[config.mk]
export PLATFORM = sky130hd
export DESIGN_NAME = miller_rabin_trial_core_flat
export DESIGN_NICKNAME = d
export VERILOG_FILES = /design/src/hdl/mrt_pkg.sv /design/src/hdl/mrt_ifs.sv /design/src/hdl/mrt_modmul.sv /design/src/hdl/miller_rabin_trial_core.sv /design/src/flat_wrapper.sv
export SDC_FILE = /design/constraint.sdc
export NUM_CORES = 2
export LEC_CHECK = 0
export BUFFER_PORTS_ARGS = -buffer_cell sky130_fd_sc_hd__buf_2
export CAP_MARGIN = 40
export CORE_UTILIZATION = 35
export DETAILED_ROUTE_END_ITERATION = 16
export PLACE_DENSITY_LB_ADDON = 0.3
export SYNTH_ARGS = -nofsm -noshare
export SYNTH_HDL_FRONTEND = slang
export SYNTH_SLANG_ARGS = --single-unit
[constraint.sdc]
create_clock -name clk -period 29.8 [get_ports clk]
set_input_delay 0 -clock clk [delete_from_list [all_inputs] [get_ports clk]]
set_output_delay 0 -clock clk [all_outputs]
set_load 0.005 [all_outputs]
[src/hdl/mrt_pkg.sv]
// shared types and constants for the miller-rabin trial core
// depends on: nothing
package mrt_pkg;

    localparam int NUM_WIDTH = 64;
    localparam int FIELD_W   = 64;
    localparam int CNT_W     = $clog2(NUM_WIDTH);

    typedef logic [FIELD_W-1:0]   field_t;
    typedef logic [NUM_WIDTH-1:0] num_t;
    typedef logic [CNT_W-1:0]     cnt_t;

    localparam num_t NUM_ONE   = num_t'(1);
    localparam num_t NUM_TWO   = num_t'(2);
    localparam num_t NUM_THREE = num_t'(3);

    // request to the modular multiplier
    typedef struct packed {
        logic start;
        num_t x;
        num_t y;
    } mul_req_t;

    // status back from the modular multiplier
    typedef struct packed {
        logic done;
        num_t product;
    } mul_rsp_t;

endpackage

[src/hdl/mrt_ifs.sv]
// valid/ready channels of the miller-rabin trial core
// depends on: mrt_pkg
interface mrt_req_if;
    import mrt_pkg::*;

    logic   valid;
    logic   ready;
    field_t candidate;
    field_t random_value;

    modport source (output valid, output candidate, output random_value, input ready);
    modport sink   (input valid, input candidate, input random_value, output ready);
endinterface

interface mrt_rsp_if;
    logic valid;
    logic ready;
    logic probably_prime;
    logic trivially_decided;

    modport source (output valid, output probably_prime, output trivially_decided, input ready);
    modport sink   (input valid, input probably_prime, input trivially_decided, output ready);
endinterface

[src/hdl/mrt_modmul.sv]
// bit-serial modular multiplier, add-and-double, one multiplier bit per cycle
// depends on: mrt_pkg
module mrt_modmul (
    input  logic              clk,
    input  logic              rst_n,
    input  mrt_pkg::mul_req_t req,
    input  mrt_pkg::num_t     modulus,
    output mrt_pkg::mul_rsp_t rsp
);
    import mrt_pkg::*;

    logic busy_reg, busy_next;
    num_t acc_reg, acc_next;
    num_t addend_reg, addend_next;
    num_t mult_reg, mult_next;

    // (x + y) mod m for x, y < m, with a carry bit so m >= 2^(w-1) is exact
    function automatic num_t add_mod(input num_t x, input num_t y, input num_t m);
        logic [NUM_WIDTH:0] sum;
        logic [NUM_WIDTH:0] diff;
        begin
            sum  = {1'b0, x} + {1'b0, y};
            diff = sum - {1'b0, m};
            if (sum >= {1'b0, m})
            begin
                return diff[NUM_WIDTH-1:0];
            end
            return sum[NUM_WIDTH-1:0];
        end
    endfunction

    assign rsp.done    = busy_reg && (mult_reg == '0);
    assign rsp.product = acc_reg;

    always_comb
    begin
        busy_next   = busy_reg;
        acc_next    = acc_reg;
        addend_next = addend_reg;
        mult_next   = mult_reg;
        if (req.start)
        begin
            busy_next   = 1'b1;
            acc_next    = '0;
            addend_next = req.x;
            mult_next   = req.y;
        end
        else if (busy_reg)
        begin
            if (mult_reg == '0)
            begin
                busy_next = 1'b0;
            end
            else
            begin
                if (mult_reg[0])
                begin
                    acc_next = add_mod(acc_reg, addend_reg, modulus);
                end
                addend_next = add_mod(addend_reg, addend_reg, modulus);
                mult_next   = mult_reg >> 1;
            end
        end
    end

    always_ff @(posedge clk or negedge rst_n)
    begin
        if (!rst_n)
        begin
            busy_reg <= 1'b0;
        end
        else
        begin
            busy_reg <= busy_next;
        end
    end

    always_ff @(posedge clk)
    begin
        acc_reg    <= acc_next;
        addend_reg <= addend_next;
        mult_reg   <= mult_next;
    end

endmodule

[src/hdl/miller_rabin_trial_core.sv]
// one miller-rabin witness round on a 64-bit candidate
// depends on: mrt_pkg, mrt_ifs (mrt_req_if, mrt_rsp_if), mrt_modmul
//
// usage:
//   req carries candidate and random_value; rsp returns probably_prime and
//   trivially_decided, one response per request, in order.
//   req.ready is high only while the core is idle; one request is in work
//   at a time.
// sequence:
//   candidates 0..3 and even ones: straight to ST_FIN, which loads the output register once free.
//   odd candidates of 5 and up: restoring division for the witness (the
//   exponent split runs alongside), then square-and-multiply over the bits
//   of d and up to s-1 squarings. every modular multiply goes through the
//   one bit-serial multiplier, which holds the round until it is done.
// reset: asynchronous, active low; the core comes up idle with rsp.valid low.
// stall: the verdict sits in the output register until rsp.ready; a new
//   request is taken meanwhile, and its verdict waits for the register.
module miller_rabin_trial_core (
    input  logic  clk,
    input  logic  rst_n,
    mrt_req_if.sink   req,
    mrt_rsp_if.source rsp
);
    import mrt_pkg::*;

    typedef enum logic [7:0] {
        ST_IDLE    = 8'b0000_0001,
        ST_DIV     = 8'b0000_0010,
        ST_POW     = 8'b0000_0100,
        ST_POW_MUL = 8'b0000_1000,
        ST_POW_SQ  = 8'b0001_0000,
        ST_CHK     = 8'b0010_0000,
        ST_SQR     = 8'b0100_0000,
        ST_FIN     = 8'b1000_0000
    } state_t;

    state_t state_reg, state_next;

    // operands kept for the whole round
    num_t nm1_reg, nm1_next;       // candidate - 1
    num_t nm3_reg, nm3_next;       // candidate - 3, divisor for the witness
    num_t n_reg, n_next;           // modulus

    // witness reduction
    num_t r_reg, r_next;           // random bits, msb first
    num_t rem_reg, rem_next;
    cnt_t cnt_reg, cnt_next;

    // exponent split and squaring count
    num_t d_reg, d_next;
    cnt_t s_reg, s_next;

    // exponentiation
    num_t acc_reg, acc_next;
    num_t sq_reg, sq_next;

    // verdict and output register
    logic prime_reg, prime_next;
    logic trivial_reg, trivial_next;
    logic out_valid_reg, out_valid_next;
    logic out_prime_reg, out_prime_next;
    logic out_trivial_reg, out_trivial_next;

    mul_req_t mul_req;
    mul_rsp_t mul_rsp;

    num_t               n_in;
    num_t               r_in;
    logic [NUM_WIDTH:0] div_tmp;
    logic [NUM_WIDTH:0] div_sub;

    mrt_modmul u_modmul (
        .clk     (clk),
        .rst_n   (rst_n),
        .req     (mul_req),
        .modulus (n_reg),
        .rsp     (mul_rsp)
    );

    // only the low NUM_WIDTH bits of each field count
    assign n_in = req.candidate[NUM_WIDTH-1:0];
    assign r_in = req.random_value[NUM_WIDTH-1:0];

    // one restoring division step: shift in the next random bit
    assign div_tmp = {rem_reg, r_reg[NUM_WIDTH-1]};
    assign div_sub = div_tmp - {1'b0, nm3_reg};

    assign req.ready             = (state_reg == ST_IDLE);
    assign rsp.valid             = out_valid_reg;
    assign rsp.probably_prime    = out_prime_reg;
    assign rsp.trivially_decided = out_trivial_reg;

    always_comb
    begin
        state_next       = state_reg;
        nm1_next         = nm1_reg;
        nm3_next         = nm3_reg;
        n_next           = n_reg;
        r_next           = r_reg;
        rem_next         = rem_reg;
        cnt_next         = cnt_reg;
        d_next           = d_reg;
        s_next           = s_reg;
        acc_next         = acc_reg;
        sq_next          = sq_reg;
        prime_next       = prime_reg;
        trivial_next     = trivial_reg;
        out_valid_next   = out_valid_reg;
        out_prime_next   = out_prime_reg;
        out_trivial_next = out_trivial_reg;
        mul_req.start    = 1'b0;
        mul_req.x        = acc_reg;
        mul_req.y        = sq_reg;

        // output register drains independently of the round in work
        if (rsp.ready)
        begin
            out_valid_next = 1'b0;
        end

        case (state_reg)
            ST_IDLE:
            begin
                if (req.valid)
                begin
                    n_next       = n_in;
                    nm1_next     = n_in - NUM_ONE;
                    nm3_next     = n_in - NUM_THREE;
                    r_next       = r_in;
                    rem_next     = '0;
                    cnt_next     = '0;
                    d_next       = n_in - NUM_ONE;
                    s_next       = '0;
                    trivial_next = 1'b1;
                    if (n_in <= NUM_ONE)
                    begin
                        prime_next = 1'b0;
                        state_next = ST_FIN;
                    end
                    else if (n_in <= NUM_THREE)
                    begin
                        prime_next = 1'b1;
                        state_next = ST_FIN;
                    end
                    else if (!n_in[0])
                    begin
                        prime_next = 1'b0;
                        state_next = ST_FIN;
                    end
                    else
                    begin
                        trivial_next = 1'b0;
                        state_next   = ST_DIV;
                    end
                end
            end

            ST_DIV:
            begin
                // random_value mod (n - 3), one bit a cycle
                if (div_tmp >= {1'b0, nm3_reg})
                begin
                    rem_next = div_sub[NUM_WIDTH-1:0];
                end
                else
                begin
                    rem_next = div_tmp[NUM_WIDTH-1:0];
                end
                r_next   = r_reg << 1;
                // strip trailing zeros of n - 1 alongside
                if (!d_reg[0])
                begin
                    d_next = d_reg >> 1;
                    s_next = s_reg + cnt_t'(1);
                end
                // the count stays on its last value to mark the first pow pass
                if (cnt_reg == cnt_t'(NUM_WIDTH - 1))
                begin
                    state_next = ST_POW;
                end
                else
                begin
                    cnt_next = cnt_reg + cnt_t'(1);
                end
            end

            ST_POW:
            begin
                // witness = 2 + remainder, taken on the first pass
                if (cnt_reg == cnt_t'(NUM_WIDTH - 1))
                begin
                    sq_next  = rem_reg + NUM_TWO;
                    acc_next = NUM_ONE;
                    cnt_next = '0;
                end
                else if (d_reg == '0)
                begin
                    state_next = ST_CHK;
                end
                else if (d_reg[0])
                begin
                    mul_req.start = 1'b1;
                    mul_req.x     = acc_reg;
                    mul_req.y     = sq_reg;
                    state_next    = ST_POW_MUL;
                end
                else
                begin
                    mul_req.start = 1'b1;
                    mul_req.x     = sq_reg;
                    mul_req.y     = sq_reg;
                    state_next    = ST_POW_SQ;
                end
            end

            ST_POW_MUL:
            begin
                if (mul_rsp.done)
                begin
                    acc_next      = mul_rsp.product;
                    mul_req.start = 1'b1;
                    mul_req.x     = sq_reg;
                    mul_req.y     = sq_reg;
                    state_next    = ST_POW_SQ;
                end
            end

            ST_POW_SQ:
            begin
                if (mul_rsp.done)
                begin
                    sq_next    = mul_rsp.product;
                    d_next     = d_reg >> 1;
                    state_next = ST_POW;
                end
            end

            ST_CHK:
            begin
                if ((acc_reg == NUM_ONE) || (acc_reg == nm1_reg))
                begin
                    prime_next = 1'b1;
                    state_next = ST_FIN;
                end
                else if (s_reg <= cnt_t'(1))
                begin
                    prime_next = 1'b0;
                    state_next = ST_FIN;
                end
                else
                begin
                    // s now counts the squarings still allowed
                    s_next        = s_reg - cnt_t'(1);
                    mul_req.start = 1'b1;
                    mul_req.x     = acc_reg;
                    mul_req.y     = acc_reg;
                    state_next    = ST_SQR;
                end
            end

            ST_SQR:
            begin
                if (mul_rsp.done)
                begin
                    acc_next = mul_rsp.product;
                    if (mul_rsp.product == nm1_reg)
                    begin
                        prime_next = 1'b1;
                        state_next = ST_FIN;
                    end
                    else if (s_reg == cnt_t'(1))
                    begin
                        prime_next = 1'b0;
                        state_next = ST_FIN;
                    end
                    else
                    begin
                        s_next        = s_reg - cnt_t'(1);
                        mul_req.start = 1'b1;
                        mul_req.x     = mul_rsp.product;
                        mul_req.y     = mul_rsp.product;
                    end
                end
            end

            ST_FIN:
            begin
                // wait for the output register to be free
                if (!out_valid_reg || rsp.ready)
                begin
                    out_valid_next   = 1'b1;
                    out_prime_next   = prime_reg;
                    out_trivial_next = trivial_reg;
                    state_next       = ST_IDLE;
                end
            end

            default:
            begin
                state_next = ST_IDLE;
            end
        endcase
    end

    always_ff @(posedge clk or negedge rst_n)
    begin
        if (!rst_n)
        begin
            state_reg     <= ST_IDLE;
            out_valid_reg <= 1'b0;
        end
        else
        begin
            state_reg     <= state_next;
            out_valid_reg <= out_valid_next;
        end
    end

    always_ff @(posedge clk)
    begin
        nm1_reg         <= nm1_next;
        nm3_reg         <= nm3_next;
        n_reg           <= n_next;
        r_reg           <= r_next;
        rem_reg         <= rem_next;
        cnt_reg         <= cnt_next;
        d_reg           <= d_next;
        s_reg           <= s_next;
        acc_reg         <= acc_next;
        sq_reg          <= sq_next;
        prime_reg       <= prime_next;
        trivial_reg     <= trivial_next;
        out_prime_reg   <= out_prime_next;
        out_trivial_reg <= out_trivial_next;
    end

endmodule

[src/flat_wrapper.sv]
// flat-port wrapper written by rule: the top's interface ports become plain ports
module miller_rabin_trial_core_flat import mrt_pkg::*;
  (clk, rst_n, req_valid, req_candidate, req_random_value, req_ready, rsp_valid, rsp_probably_prime, rsp_trivially_decided, rsp_ready);
  mrt_req_if req_i ();
  mrt_rsp_if rsp_i ();
  input  logic clk;
  input  logic rst_n;
  input wire logic [$bits(req_i.valid)-1:0] req_valid;
  input wire logic [$bits(req_i.candidate)-1:0] req_candidate;
  input wire logic [$bits(req_i.random_value)-1:0] req_random_value;
  output wire logic [$bits(req_i.ready)-1:0] req_ready;
  output wire logic [$bits(rsp_i.valid)-1:0] rsp_valid;
  output wire logic [$bits(rsp_i.probably_prime)-1:0] rsp_probably_prime;
  output wire logic [$bits(rsp_i.trivially_decided)-1:0] rsp_trivially_decided;
  input wire logic [$bits(rsp_i.ready)-1:0] rsp_ready;
  assign req_i.valid = req_valid;
  assign req_i.candidate = req_candidate;
  assign req_i.random_value = req_random_value;
  assign req_ready = req_i.ready;
  assign rsp_valid = rsp_i.valid;
  assign rsp_probably_prime = rsp_i.probably_prime;
  assign rsp_trivially_decided = rsp_i.trivially_decided;
  assign rsp_i.ready = rsp_ready;
  miller_rabin_trial_core u_core (.clk(clk), .rst_n(rst_n), .req(req_i), .rsp(rsp_i));
endmodule
==> flow_summary.html <==
<table>
<tr><th>Metric</th><th>Value</th></tr>
<tr><th colspan="2">Clock network</th></tr>
<tr><td>Root Driver</td><td>clkbuf_16</td></tr>
<tr><td>Maximum count of clock buffers along a single path</td><td>3</td></tr>
<tr><td>CTS tree</td><td>built</td></tr>
<tr><td>CTS sink cnt</td><td>729</td></tr>
<tr><td>Number of buffers added by the clock tree synthesis step</td><td>83</td></tr>
<tr><td>Clock latency of the later-clocked register in the worst-skew pair</td><td>720 ps</td></tr>
<tr><td>H-Tree Depth</td><td>3</td></tr>
<tr><td>Post-CTS setup buffers</td><td>0</td></tr>
<tr><td>Post-CTS Hold Fix Bufs</td><td>132</td></tr>
<tr><td>Post-CTS clock slew at the launch and capture registers of the worst setup and hold paths</td><td>approximately 60 ps</td></tr>
<tr><td>Number of resized instances in the post-cts repair step</td><td>0</td></tr>
<tr><th colspan="2">Worst setup path</th></tr>
<tr><td>Slowest-stage cell, CP</td><td>o2111a_1</td></tr>
<tr><td>Category of the critical setup timing path</td><td>reg -&gt; reg</td></tr>
<tr><td>Worst setup path startpoint</td><td>u_core.u_modmul.addend_reg[0]$_DFFE_PP_</td></tr>
<tr><td>Crit Path Max Fanout</td><td>29</td></tr>
<tr><td>Arrival time of the worst setup path</td><td>about 8100 ps</td></tr>
<tr><td>Data required time at the worst endpoint</td><td>30390 ps</td></tr>
<tr><td>Critical path launch point type</td><td>flop</td></tr>
<tr><td>Dominant delay contributor by cell family on the critical path</td><td>compound AO/OA/AOI/OAI gates</td></tr>
<tr><td>Worst path most repeated cell</td><td>o211ai_1</td></tr>
<tr><td>Type of element capturing the critical path</td><td>flop</td></tr>
<tr><td>Bufs and invs on worst path</td><td>2</td></tr>
<tr><td>Source of the worst register-to-register timing path</td><td>u_core.u_modmul.addend_reg[0]$_DFFE_PP_</td></tr>
<tr><td>Cell chain of the critical path</td><td>ha_1 &gt; fa_1 &gt; a211oi_1 &gt; o211ai_1 &gt; a41oi_1 &gt; o211ai_1 &gt; a21oi_1 &gt; nor3_1 &gt; nor2_1 &gt; nor2_1 &gt; a2111oi_0 &gt; ha_1 &gt; inv_1 &gt; o211ai_1 &gt; a41oi_1 &gt; nand2_1 &gt; a221o_1 &gt; nand2_1 &gt; o2111a_1 &gt; nand2_4 &gt; buf_16 &gt; mux2i_1 &gt; a211oi_1</td></tr>
<tr><td>Highest cell delay on the worst timing path</td><td>~720 ps</td></tr>
<tr><th colspan="2">Synthesis</th></tr>
<tr><td>Distinct cell type count after synthesis</td><td>104</td></tr>
<tr><td>Syn_area_per_cell</td><td>9.148 sq um</td></tr>
<tr><td>EDFF count, synth</td><td>655</td></tr>
<tr><td>Fraction of registers with async set or reset after synthesis</td><td>1.372%</td></tr>
<tr><td>Post-Synthesis Cells</td><td>5716</td></tr>
<tr><td>Sequential cell area fraction in the yosys report</td><td>40.55%</td></tr>
<tr><td>#FFs+latches synth</td><td>roughly 730</td></tr>
<tr><td>Nets in the synthesized netlist</td><td>6116</td></tr>
<tr><td>Synth warn</td><td>0</td></tr>
<tr><td>Most frequently used flop master after synthesis</td><td>edfxtp_1</td></tr>
<tr><td>Post-Syn Area</td><td>roughly 52000 sq um</td></tr>
<tr><th colspan="2">Drt</th></tr>
<tr><td>Total wire length</td><td>209100 um</td></tr>
<tr><td>Per-cell via count in the routed design</td><td>5.968</td></tr>
<tr><td>Total via count after detailed routing</td><td>46860</td></tr>
<tr><td>Post-detailed-route count of antenna-violating nets</td><td>0</td></tr>
<tr><td>Initial DRC count</td><td>around 5300</td></tr>
<tr><td>First-pass DRT Iterations</td><td>6</td></tr>
<tr><td>DRC</td><td>0</td></tr>
<tr><td>Average routed wire per standard cell</td><td>26.64 um</td></tr>
<tr><th colspan="2">Worst hold path</th></tr>
<tr><td>Launch point of the worst hold path</td><td>req_valid</td></tr>
<tr><td>Path type of the worst min-delay path</td><td>in -&gt; reg</td></tr>
<tr><th colspan="2">Layout</th></tr>
<tr><td>Area growth from synthesis to layout</td><td>12.87%</td></tr>
<tr><td>Final standard cell utilization of the core</td><td>around 40%</td></tr>
<tr><td>Count of nets after finishing</td><td>6252</td></tr>
<tr><td>Fraction of final layout cells sized beyond drive strength 1</td><td>7.166%</td></tr>
<tr><td>Final std cells w/o fill</td><td>around 7900</td></tr>
<tr><th colspan="2">Timing</th></tr>
<tr><td>Normalized max-slew margin</td><td>25.66%</td></tr>
<tr><td>Final count of negative-setup-slack endpoints</td><td>0</td></tr>
<tr><td>Clock tree skew after final layout</td><td>49.81 ps</td></tr>
<tr><td>Number of failing hold endpoints at the final stage</td><td>0</td></tr>
<tr><td>Worst setup slack after layout</td><td>22280 ps</td></tr>
<tr><td>Maximum frequency from static timing analysis</td><td>0.1330 GHz</td></tr>
<tr><td>Shortest period the worst path allows</td><td>~7500 ps</td></tr>
<tr><td>Final clock period utilization by the worst path</td><td>25.23%</td></tr>
<tr><td>Unrepaired setup endpoints after global routing</td><td>no</td></tr>
<tr><td>Final-report max-slew violation count</td><td>0</td></tr>
<tr><td>Total negative slack</td><td>0 ps</td></tr>
<tr><td>Slew @ Worst Pin</td><td>1115 ps</td></tr>
<tr><th colspan="2">Global route</th></tr>
<tr><td>Pin count of the biggest net entering global routing</td><td>151</td></tr>
<tr><td>Antenna violations before repair</td><td>8</td></tr>
<tr><td>First-pass GRT wire length</td><td>299200 um</td></tr>
<tr><td>Total overflow reported by the global router</td><td>0</td></tr>
<tr><td>Via count of the first global-routing pass</td><td>44020</td></tr>
<tr><td>Global routing usage summed across all routing layers</td><td>26.69%</td></tr>
<tr><th colspan="2">Die</th></tr>
<tr><td>Core Rows</td><td>141</td></tr>
<tr><td>Floorplan die height</td><td>388.5 um</td></tr>
<tr><td>I/O pin count</td><td>136</td></tr>
<tr><td>Core area</td><td>between 100000 and 150000 sq um</td></tr>
<tr><td>Initial cell density of the core</td><td>35.33%</td></tr>
<tr><td>DIE AREA</td><td>151000 sq um</td></tr>
<tr><td>Die Width</td><td>388.5 um</td></tr>
<tr><th colspan="2">Job</th></tr>
<tr><td># Max-Cap Violations</td><td>0</td></tr>
<tr><th colspan="2">Placement</th></tr>
<tr><td>HPWL after DPL</td><td>160000 um</td></tr>
<tr><td>Dpl ws</td><td>~23000 ps</td></tr>
<tr><td>Cell Count Post-Placement</td><td>7565</td></tr>
<tr><td>Port Buf Inserts</td><td>between 100 and 150</td></tr>
<tr><td>Routability congestion estimate</td><td>1.037</td></tr>
<tr><th colspan="2">Outcome</th></tr>
<tr><td>Outcome</td><td>finished clean</td></tr>
</table>
logic make-up (layout without fill, tap and decap cells):
| logic type | after synthesis | in the layout | synth area share (%) |
|---|---|---|---|
| simple gates | 1961 | 1961 | 17.99 |
| compound gates | 1600 | 1600 | 20.14 |
| flops | 729 | 729 | 40.55 |
| xor+xnor | 535 | 535 | 8.961 |
| buf+inv | 528 | 729 | 4.070 |
| fa+ha+maj | 268 | 268 | 6.470 |
| mux | 95 | 95 | 1.826 |
| other cells | 0 | 5 | 0 |
layer usage:
| layer | GRT usage, % | wire length (um) |
|---|---|---|
| met4 | 12.52 | 10390 |
| met3 | 3.846 | 16820 |
| met5 | 0 | 0 |
| met1 | 36.14 | 89110 |
| met2 | 41.85 | 92830 |
layout by cell type (no fill, tap or decap), types with 120 or more instances in the layout:
cell           instances
a21o_1               154
nor2_1               405
nand2_1              740
buf_2                148
nor4_1               121
inv_1                222
xor2_1               289
a31oi_1              120
edfxtp_1             655
a21oi_1              471
ha_1                 264
o21ai_0              240
dlygate4sd3_1        132
xnor2_1              246
cell usage after synthesis, types with 15 or more instances:
cell type | count | area share [%]
buf_2 | 52 | 0.50
nand2b_1 | 25 | 0.30
xor2_1 | 289 | 4.8
nor2b_1 | 24 | 0.29
nand4_1 | 110 | 1.3
o21bai_1 | 54 | 0.78
and2_1 | 100 | 1.2
o211ai_1 | 30 | 0.43
dfxtp_1 | 64 | 2.5
nand2_1 | 741 | 5.3
or2_2 | 15 | 0.18
a211oi_1 | 109 | 1.6
o31ai_1 | 19 | 0.27
edfxtp_1 | 655 | 38
nor4_1 | 121 | 1.4
inv_1 | 222 | 1.6
a221oi_1 | 16 | 0.27
nor3_1 | 96 | 0.92
clkbuf_1 | 233 | 1.7
or4_1 | 19 | 0.27
ha_1 | 264 | 6.3
a22o_1 | 107 | 1.8
a31oi_1 | 120 | 1.4
and3_1 | 68 | 0.81
o21a_1 | 37 | 0.53
nand3_1 | 107 | 1.0
a41oi_1 | 17 | 0.28
or3_1 | 44 | 0.53
mux2i_1 | 92 | 1.8
a21o_1 | 156 | 2.2
a22oi_1 | 67 | 0.96
and4_1 | 18 | 0.30
o21ai_0 | 241 | 2.3
xnor2_1 | 246 | 4.1
nor2_1 | 408 | 2.9
o21ai_1 | 15 | 0.14
a21oi_1 | 472 | 4.5
metrics by stage:
stage | cell area (sq um) | hold slack, ps
after floorplan | 52290 | -295.6
after global placement | 54720 | -109.4
after detailed placement | 55040 | -117.2
after CTS | 59010 | 29.57
after global routing | 59020 | 64.69
final | 59020 | 79.13
cell type report:
cell class              instances  area [sq um]
clock inverters                51         450.4
repair buffers                357          2803
multi-input cells            4459         29110
inverters                     222         833.3
clock buffers                  99          2198
well taps                    1930          2415
fillers                     14710         89000
flip-flops and latches        729         21200
diodes                          5         12.51
worst register-to-register path, cell delays in order (launching register included):
cell	delay (ps)
edfxtp_1	430
ha_1	280
fa_1	440
a211oi_1	320
o211ai_1	180
a41oi_1	470
o211ai_1	180
a21oi_1	480
nor3_1	210
nor2_1	240
nor2_1	80
a2111oi_0	680
ha_1	440
inv_1	140
o211ai_1	120
a41oi_1	210
nand2_1	120
a221o_1	340
nand2_1	140
o2111a_1	720
nand2_4	380
buf_16	310
mux2i_1	220
a211oi_1	290
path summary, 6_finish.rpt:
kind	endpoint	slack (ps)	depth (start not counted)
worst max register to register	u_core.u_modmul.acc_reg[16]$_SDFFE_PP0P_	22280	23
min in group asynchronous	u_core.state_reg[2]$_DFFE_PN0P_	360	3
worst min register to register	u_core.rsp.probably_prime$_DFFE_PP_	440	0
worst min-delay path	u_core.state_reg[0]$_DFFE_PN1P_	80	3
max in group asynchronous	u_core.state_reg[0]$_DFFE_PN1P_	29090	3
worst max-delay path	u_core.u_modmul.acc_reg[16]$_SDFFE_PP0P_	22280	23
Power is left out: the tool's default activity adds up to more than one toggle a clock period on the data nets, which glitch-free logic cannot reach.
